==> src/hdl/knv_pkg.sv <==
// Shared types and constants for the k-nearest-neighbor vote block.
// Used by every module in the hdl folder; has no dependencies of its own.

package knv_pkg;

    localparam int NUM_NEIGHBOURS = 8;
    localparam int DIST_W         = 32;
    localparam int LABEL_W        = 16;
    localparam int SLOT_W         = (NUM_NEIGHBOURS > 1) ? $clog2(NUM_NEIGHBOURS) : 1;
    localparam int CNT_W          = $clog2(NUM_NEIGHBOURS + 1);
    localparam int MAJ_LIMIT      = NUM_NEIGHBOURS / 2;

    // Stream payload widths.
    localparam int S_TDATA_W = 48;
    localparam int M_TDATA_W = 40;

    localparam logic CMD_ADD   = 1'b0;
    localparam logic CMD_CLEAR = 1'b1;

    typedef logic [DIST_W-1:0]  dist_t;
    typedef logic [LABEL_W-1:0] label_t;
    typedef logic [SLOT_W-1:0]  slot_idx_t;
    typedef logic [CNT_W-1:0]   cnt_t;

    typedef enum logic [1:0] {
        ST_IDLE,
        ST_SCAN,
        ST_WRITE,
        ST_VOTE
    } state_t;

    typedef struct packed {
        logic      clear;
        logic      en;
        slot_idx_t idx;
        dist_t     cand_dist;
        label_t    label;
    } slot_wr_t;

    typedef struct packed {
        logic   unanimous_valid;
        label_t unanimous_label;
        logic   majority_valid;
        label_t majority_label;
    } result_t;

endpackage

==> src/hdl/k_nearest_vote.sv <==
// Top level of the k-nearest-neighbor vote block: stream ports, output register.
// Depends on knv_pkg, knv_slots and knv_ctrl.
//
// Usage:
// The slave stream takes one command per transaction. s_tuser is the command:
// add a candidate (distance and label in s_tdata) or clear all slots. The block
// keeps the NUM_NEIGHBOURS nearest candidates and answers every transaction
// with exactly one master transaction holding the unanimous and majority votes
// over the kept labels after that command.
// Sequence: an add is accepted in ST_IDLE, searches all slots for the maximum
// in ST_SCAN through the shared distance comparator, writes in ST_WRITE and
// makes a vote pass over each slot in ST_VOTE through the shared label-match
// counter before m_tvalid rises. A clear skips search and write and goes
// straight from ST_IDLE to ST_VOTE. s_tready is high only between commands,
// so one command is in flight at a time.
// The result waits in the output register; the next command is accepted while
// it waits, and only its final vote pass stalls until the register is free.
// Reset empties all slots at once and drops any pending result.

module k_nearest_vote
    import knv_pkg::*;
(
    input  logic                 clk,
    input  logic                 rst_n,
    input  logic                 s_tvalid,
    output logic                 s_tready,
    input  logic [S_TDATA_W-1:0] s_tdata,  // distance[31:0], label[47:32]
    input  logic                 s_tuser,  // cmd
    output logic                 m_tvalid,
    input  logic                 m_tready,
    output logic [M_TDATA_W-1:0] m_tdata   // unanimous_valid[0], unanimous_label[16:1],
                                           // majority_valid[17], majority_label[33:18],
                                           // zero[39:34]
);

    slot_idx_t rd_idx;
    dist_t     rd_dist;
    label_t    rd_label;
    logic      rd_filled;
    logic [NUM_NEIGHBOURS-1:0] filled;
    label_t    labels [NUM_NEIGHBOURS];
    slot_wr_t  wr;
    logic      out_free;
    logic      res_valid;
    result_t   res;

    logic      m_tvalid_reg, m_tvalid_next;
    result_t   res_reg;

    knv_slots u_slots (
        .clk       (clk),
        .rst_n     (rst_n),
        .wr        (wr),
        .rd_idx    (rd_idx),
        .rd_dist   (rd_dist),
        .rd_label  (rd_label),
        .rd_filled (rd_filled),
        .filled    (filled),
        .labels    (labels)
    );

    knv_ctrl u_ctrl (
        .clk       (clk),
        .rst_n     (rst_n),
        .in_valid  (s_tvalid),
        .in_ready  (s_tready),
        .in_cmd    (s_tuser),
        .in_dist   (s_tdata[DIST_W-1:0]),
        .in_label  (s_tdata[DIST_W+LABEL_W-1:DIST_W]),
        .rd_idx    (rd_idx),
        .rd_dist   (rd_dist),
        .rd_label  (rd_label),
        .rd_filled (rd_filled),
        .filled    (filled),
        .labels    (labels),
        .wr        (wr),
        .out_free  (out_free),
        .res_valid (res_valid),
        .res       (res)
    );

    assign out_free = !m_tvalid_reg || m_tready;

    always_comb
    begin
        m_tvalid_next = m_tvalid_reg;
        if (res_valid)
        begin
            m_tvalid_next = 1'b1;
        end
        else if (m_tready)
        begin
            m_tvalid_next = 1'b0;
        end
    end

    always_ff @(posedge clk or negedge rst_n)
    begin
        if (!rst_n)
        begin
            m_tvalid_reg <= 1'b0;
        end
        else
        begin
            m_tvalid_reg <= m_tvalid_next;
        end
    end

    always_ff @(posedge clk)
    begin
        if (res_valid)
        begin
            res_reg <= res;
        end
    end

    assign m_tvalid = m_tvalid_reg;
    assign m_tdata  = {{(M_TDATA_W - 2*LABEL_W - 2){1'b0}},
                       res_reg.majority_label, res_reg.majority_valid,
                       res_reg.unanimous_label, res_reg.unanimous_valid};

endmodule

==> src/hdl/knv_slots.sv <==
// Slot store of the vote block: distances, labels and filled flags.
// Depends on knv_pkg for the slot count, widths and the write struct.

module knv_slots
    import knv_pkg::*;
(
    input  logic      clk,
    input  logic      rst_n,
    input  slot_wr_t  wr,
    input  slot_idx_t rd_idx,
    output dist_t     rd_dist,
    output label_t    rd_label,
    output logic      rd_filled,
    output logic [NUM_NEIGHBOURS-1:0] filled,
    output label_t    labels [NUM_NEIGHBOURS]
);

    dist_t  dist_reg  [NUM_NEIGHBOURS];
    label_t label_reg [NUM_NEIGHBOURS];
    logic [NUM_NEIGHBOURS-1:0] filled_reg;
    logic [NUM_NEIGHBOURS-1:0] filled_next;

    always_comb
    begin
        filled_next = filled_reg;
        if (wr.clear)
        begin
            filled_next = '0;
        end
        else if (wr.en)
        begin
            filled_next[wr.idx] = 1'b1;
        end
    end

    always_ff @(posedge clk or negedge rst_n)
    begin
        if (!rst_n)
        begin
            filled_reg <= '0;
        end
        else
        begin
            filled_reg <= filled_next;
        end
    end

    // Contents are only read where the filled flag is set, so they need no reset.
    always_ff @(posedge clk)
    begin
        if (wr.en && !wr.clear)
        begin
            dist_reg[wr.idx]  <= wr.cand_dist;
            label_reg[wr.idx] <= wr.label;
        end
    end

    assign rd_dist   = dist_reg[rd_idx];
    assign rd_label  = label_reg[rd_idx];
    assign rd_filled = filled_reg[rd_idx];
    assign filled    = filled_reg;
    assign labels    = label_reg;

endmodule

==> src/hdl/knv_ctrl.sv <==
// Sequencer of the vote block: one shared distance comparator for the
// maximum search and the replace check, one shared label-match counter for
// the vote passes. Depends on knv_pkg; drives the slot store in knv_slots.

module knv_ctrl
    import knv_pkg::*;
(
    input  logic      clk,
    input  logic      rst_n,
    input  logic      in_valid,
    output logic      in_ready,
    input  logic      in_cmd,
    input  dist_t     in_dist,
    input  label_t    in_label,
    output slot_idx_t rd_idx,
    input  dist_t     rd_dist,
    input  label_t    rd_label,
    input  logic      rd_filled,
    input  logic [NUM_NEIGHBOURS-1:0] filled,
    input  label_t    labels [NUM_NEIGHBOURS],
    output slot_wr_t  wr,
    input  logic      out_free,
    output logic      res_valid,
    output result_t   res
);

    localparam slot_idx_t LAST_IDX = slot_idx_t'(NUM_NEIGHBOURS - 1);

    state_t    state_reg, state_next;
    slot_idx_t idx_reg, idx_next;

    // Payload registers.
    dist_t     dist_reg, dist_next;
    label_t    label_reg, label_next;
    slot_idx_t pick_reg, pick_next;
    dist_t     pick_dist_reg, pick_dist_next;
    logic      pick_empty_reg, pick_empty_next;
    logic      uv_reg, uv_next;
    logic      mv_reg, mv_next;
    label_t    ml_reg, ml_next;

    // Shared comparator.
    dist_t cmp_a, cmp_b;
    logic  cmp_gt;

    cnt_t  match_cnt;
    logic  uv_now, mv_hit, uv_fin, mv_fin;
    label_t ml_fin;

    assign cmp_gt = cmp_a > cmp_b;

    // Label-match counter over all slots for the slot under the vote pointer.
    always_comb
    begin
        match_cnt = '0;
        for (int j = 0; j < NUM_NEIGHBOURS; j++)
        begin
            match_cnt = match_cnt + cnt_t'(filled[j] && (labels[j] == rd_label));
        end
    end

    assign uv_now = rd_filled && (match_cnt == cnt_t'(NUM_NEIGHBOURS));
    assign mv_hit = rd_filled && (match_cnt > cnt_t'(MAJ_LIMIT));
    assign uv_fin = (idx_reg == '0) ? uv_now : uv_reg;
    assign mv_fin = mv_reg || mv_hit;
    assign ml_fin = mv_reg ? ml_reg : rd_label;

    always_comb
    begin
        state_next      = state_reg;
        idx_next        = idx_reg;
        dist_next       = dist_reg;
        label_next      = label_reg;
        pick_next       = pick_reg;
        pick_dist_next  = pick_dist_reg;
        pick_empty_next = pick_empty_reg;
        uv_next         = uv_reg;
        mv_next         = mv_reg;
        ml_next         = ml_reg;
        in_ready        = 1'b0;
        rd_idx          = idx_reg;
        cmp_a           = rd_dist;
        cmp_b           = pick_dist_reg;
        wr              = '0;
        wr.idx          = pick_reg;
        wr.cand_dist    = dist_reg;
        wr.label        = label_reg;
        res_valid       = 1'b0;
        res             = '0;

        case (state_reg)
            ST_IDLE:
            begin
                in_ready = 1'b1;
                if (in_valid)
                begin
                    dist_next       = in_dist;
                    label_next      = in_label;
                    idx_next        = '0;
                    pick_next       = '0;
                    pick_dist_next  = '0;
                    pick_empty_next = 1'b0;
                    uv_next         = 1'b0;
                    mv_next         = 1'b0;
                    ml_next         = '0;
                    if (in_cmd == CMD_CLEAR)
                    begin
                        wr.clear   = 1'b1;
                        state_next = ST_VOTE;
                    end
                    else
                    begin
                        state_next = ST_SCAN;
                    end
                end
            end

            // Find the first empty slot, otherwise the first slot of largest distance.
            ST_SCAN:
            begin
                if (!pick_empty_reg)
                begin
                    if (!rd_filled)
                    begin
                        pick_next       = idx_reg;
                        pick_empty_next = 1'b1;
                    end
                    else if (idx_reg == '0 || cmp_gt)
                    begin
                        pick_next      = idx_reg;
                        pick_dist_next = rd_dist;
                    end
                end
                if (idx_reg == LAST_IDX)
                begin
                    state_next = ST_WRITE;
                end
                else
                begin
                    idx_next = idx_reg + 1'b1;
                end
            end

            ST_WRITE:
            begin
                cmp_a      = pick_dist_reg;
                cmp_b      = dist_reg;
                wr.en      = pick_empty_reg || cmp_gt;
                idx_next   = '0;
                state_next = ST_VOTE;
            end

            ST_VOTE:
            begin
                if (idx_reg == '0)
                begin
                    uv_next = uv_now;
                end
                if (!mv_reg && mv_hit)
                begin
                    mv_next = 1'b1;
                    ml_next = rd_label;
                end
                if (idx_reg == LAST_IDX)
                begin
                    // Slots do not change here, so the result holds while waiting.
                    if (out_free)
                    begin
                        res_valid           = 1'b1;
                        res.unanimous_valid = uv_fin;
                        // When unanimous every label equals the label of the first slot.
                        res.unanimous_label = uv_fin ? labels[0] : '0;
                        res.majority_valid  = mv_fin;
                        res.majority_label  = mv_fin ? ml_fin : '0;
                        state_next          = ST_IDLE;
                    end
                end
                else
                begin
                    idx_next = idx_reg + 1'b1;
                end
            end

            default:
            begin
                state_next = ST_IDLE;
            end
        endcase
    end

    always_ff @(posedge clk or negedge rst_n)
    begin
        if (!rst_n)
        begin
            state_reg <= ST_IDLE;
            idx_reg   <= '0;
        end
        else
        begin
            state_reg <= state_next;
            idx_reg   <= idx_next;
        end
    end

    always_ff @(posedge clk)
    begin
        dist_reg       <= dist_next;
        label_reg      <= label_next;
        pick_reg       <= pick_next;
        pick_dist_reg  <= pick_dist_next;
        pick_empty_reg <= pick_empty_next;
        uv_reg         <= uv_next;
        mv_reg         <= mv_next;
        ml_reg         <= ml_next;
    end

endmodule

==> config.mk <==
export PLATFORM = sky130hd
export DESIGN_NAME = k_nearest_vote
export DESIGN_NICKNAME = d
export VERILOG_FILES = /design/src/hdl/knv_pkg.sv /design/src/hdl/k_nearest_vote.sv /design/src/hdl/knv_slots.sv /design/src/hdl/knv_ctrl.sv
export SDC_FILE = /design/constraint.sdc
export NUM_CORES = 1
export LEC_CHECK = 0
export ABC_AREA = 1
export CAP_MARGIN = 20
export CORE_UTILIZATION = 50
export CTS_BUF_LIST = sky130_fd_sc_hd__clkbuf_8
export DETAILED_ROUTE_END_ITERATION = 10
export DONT_BUFFER_PORTS = 1
export PLACE_DENSITY = 0.69
export SLEW_MARGIN = 20
export SYNTH_ARGS = -nofsm -noshare
export SYNTH_HDL_FRONTEND = slang
export SYNTH_SLANG_ARGS = --single-unit
==> constraint.sdc <==
create_clock -name clk -period 13.1 [get_ports clk]
set_input_delay 3.275 -clock clk [delete_from_list [all_inputs] [get_ports clk]]
set_output_delay 3.275 -clock clk [all_outputs]
set_load 0.01 [all_outputs]
==> impl_metrics.env <==
export IMPL_outcome="finished, final reports clean"
export IMPL_via_per_inst=5.70
export IMPL_seqCellArea_um2=16000
export IMPL_synthAdderAreaFrac=0.0250
export IMPL_area_growth_syn_to_layout_pct=8.82
export IMPL_synth_common_cells="edfxtp_1, nand2_1, nor2_1"
export IMPL_ios=95
export IMPL_antenna_found_initial=1
export IMPL_cts_sinks=534
export IMPL_cts_hold_repair_buffers=0
export IMPL_postCtsSetupBuffers=0
export IMPL_yosysMostFrequentCell="edfxtp_1"
export IMPL_yosysTopAreaCell="edfxtp_1"
export IMPL_drt_iter0_markers=1609
export IMPL_synthMuxAreaShare=0.0128
export IMPL_drc=0
export IMPL_drv_cap=0
export IMPL_synth_flop_cell="edfxtp_1"
export IMPL_synth_top_area_frac=0.645
export IMPL_synth_top_family_by_area="simple AND/OR/NAND/NOR gates"
export IMPL_clk_latency_ns=0.69
export IMPL_clk_pin_slew_ns=0.06
export IMPL_layout_nets=2287
export IMPL_die_y_um=222
export IMPL_clock_root_buffer="clkbuf_8"
export IMPL_synth_cell_types=38
export IMPL_grt_overflow=0
export IMPL_slew_headroom=0.318
export IMPL_synth_edf_count=520
export IMPL_yosysWarnings=0
export IMPL_drt_wirelength_per_cell_um=20.5
export IMPL_portBuffers=0
export IMPL_synth_area_um2=24200
export IMPL_finalClockSkew_ns=0.0480
export IMPL_cts_buffers=86
export IMPL_start_util=0.507
export IMPL_finalWeightedCongestion=0.945
export IMPL_drive_above_1_share=0.0864
export IMPL_final_min_clock_period_ns=6.87
export IMPL_holdCritPathClass="reg -> reg"
export IMPL_avgSynthCellArea_um2=11.1
export IMPL_worstMarginPinSlew_ns=1.02
export IMPL_cts_resized_gates=0
export IMPL_hold_viol=0
export IMPL_peakVddDrop_uv=117
export IMPL_ctsHtreeMaxLevel=3
export IMPL_ys_seq_area_frac=0.659
export IMPL_power_total_mw=5.93
export IMPL_grt_start_max_net_pins=98
export IMPL_p_per_area_nw_per_um2=225
export IMPL_fin_crit_sh=0.525
export IMPL_synth_area_leaders="edfxtp_1, nand2_1, nor2_1"
export IMPL_hpwl_um=34700
export IMPL_fin_setup_tns_ns=0
export IMPL_multiInputGateArea_um2=7160
export IMPL_cp_start_kind="flop"
export IMPL_worstPathMaxFanout=62
export IMPL_drt_wl_total_um=58800
export IMPL_grt_usage=0.241
export IMPL_fillers=4005
export IMPL_drv_slew=0
export IMPL_cts_path_max_buffers=3
export IMPL_path_class="reg -> reg"
export IMPL_vias=16400
export IMPL_row_count=80
export IMPL_core_area_um2=47700
export IMPL_synth_xor_area_frac=0.0109
export IMPL_worstPathArrival_ns=7.15
export IMPL_rsz0062_at_grt="no"
export IMPL_die_area_um2=49300
export IMPL_yosys_area_share_simple=0.151
export IMPL_grt_pass1_vias=16000
export IMPL_largest_reg_flops=256
export IMPL_grt_pass1_wl_um=90700
export IMPL_synthCells=2182
export IMPL_critPathRequiredTime_ns=13.38
export IMPL_dr_pass1_iters=8
export IMPL_final_setup_viol_count=0
export IMPL_cts_tree="yes"
export IMPL_leakage_nw=9.89
export IMPL_ys_ff_latch=534
export IMPL_fmax_ghz=0.146
export IMPL_antenna_left=0
export IMPL_diodes=0
export IMPL_async_flop_share=0.0262
export IMPL_synth_compound_area_share=0.0931
export IMPL_die_w_um=222
export IMPL_crit_path_end_kind="flop"
## cells in the final DEF (no fill, tap or decap), types with 11 or more instances in the layout
cell type / netlist / routed
buf_4: 17 / 19
nor2_1: 306 / 306
o211ai_1: 18 / 18
nand4_1: 12 / 12
clkinv_2: 0 / 22
mux2i_1: 31 / 31
o21ai_1: 53 / 53
clkbuf_8: 0 / 87
nand3b_1: 12 / 12
o22ai_1: 34 / 34
nand2_2: 11 / 11
o221ai_1: 32 / 32
inv_1: 145 / 163
clkinv_1: 2 / 20
o21ai_0: 200 / 200
nor3_1: 13 / 12
nand2_1: 396 / 396
a21oi_1: 39 / 39
ha_1: 42 / 41
edfxtp_1: 520 / 520
nand3_1: 117 / 117
xor2_1: 28 / 28
dfrtp_1: 14 / 11
## cell families after synthesis
group / count (synthesis)
xor+xnor: 30
mux: 31
fa+ha+maj: 46
simple gates: 882
flops: 534
other cells: 1
compound gates: 394
buf+inv: 264
## final cells by class
cell class / count / share of cell area
clock buffer: 87 / 0.0454
clock inverter: 71 / 0.0187
inverter: 157 / 0.0228
multi-input combinational: 1389 / 0.272
sequential: 534 / 0.606
tap: 615 / 0.0292
timing repair buffer: 20 / 0.00584
## where the power goes
part           internal (mW)  switching, mW
clock                  0.747          0.672
combinational          0.603           1.45
sequential              2.27          0.195
## metal layers
layer,track usage,wire length [µm]
met5,0,13
met2,0.381,27400
met1,0.318,24500
met4,0.110,2380
met3,0.0558,4500
## worst paths after layout
check	from	end	slack, ns	cells past startpoint
min in group asynchronous	rst_n	u_slots.filled[4]	2.28	0
min reg2reg	u_slots.filled[3]	u_slots.filled[3]	0.54	2
max	u_ctrl.rd_idx[1]	u_ctrl.ml_reg[10]	6.23	23
max in group asynchronous	rst_n	u_ctrl.rd_idx[1]	10.72	0
max reg2reg	u_ctrl.rd_idx[1]	u_ctrl.ml_reg[10]	6.23	23
min	u_slots.filled[3]	u_slots.filled[3]	0.54	2
## through the flow
step | utilization | worst slack (ns) | hold WS, ns | instances | instance area [µm²]
finish | 0.552 | 6.23 | 0.535 | 2873 | 26300
global route | 0.552 | 5.78 | 0.565 | 2873 | 26300
CTS | 0.552 | 6.28 | 0.531 | 2873 | 26300
detailed placement | 0.516 | 6.31 | 0.515 | 2715 | 24700
global placement | 0.516 | 6.05 | 0.501 | 2715 | 24600
floorplan | - | 6.27 | 0.467 | 2187 | 24200
## critical path: stages, from the launching register on
cell and delay [ns]:
dfrtp_4 0.65, inv_2 0.49, buf_4 0.75, nor2_1 0.12, o21ai_1 0.13, nand3_2 0.21
nand2_1 0.37, o21ai_0 0.13, nor3_1 0.14, nand2_1 0.08, nor2_1 0.11, ha_1 0.23
inv_1 0.08, fa_1 0.45, fa_1 0.59, fa_1 0.20, inv_1 0.06, fa_1 0.40
xnor2_1 0.15, o21ai_0 0.19, inv_1 0.08, nor2_1 0.10, a21oi_1 0.11, nor3_4 0.63
(Power assumes the default switching activity.)
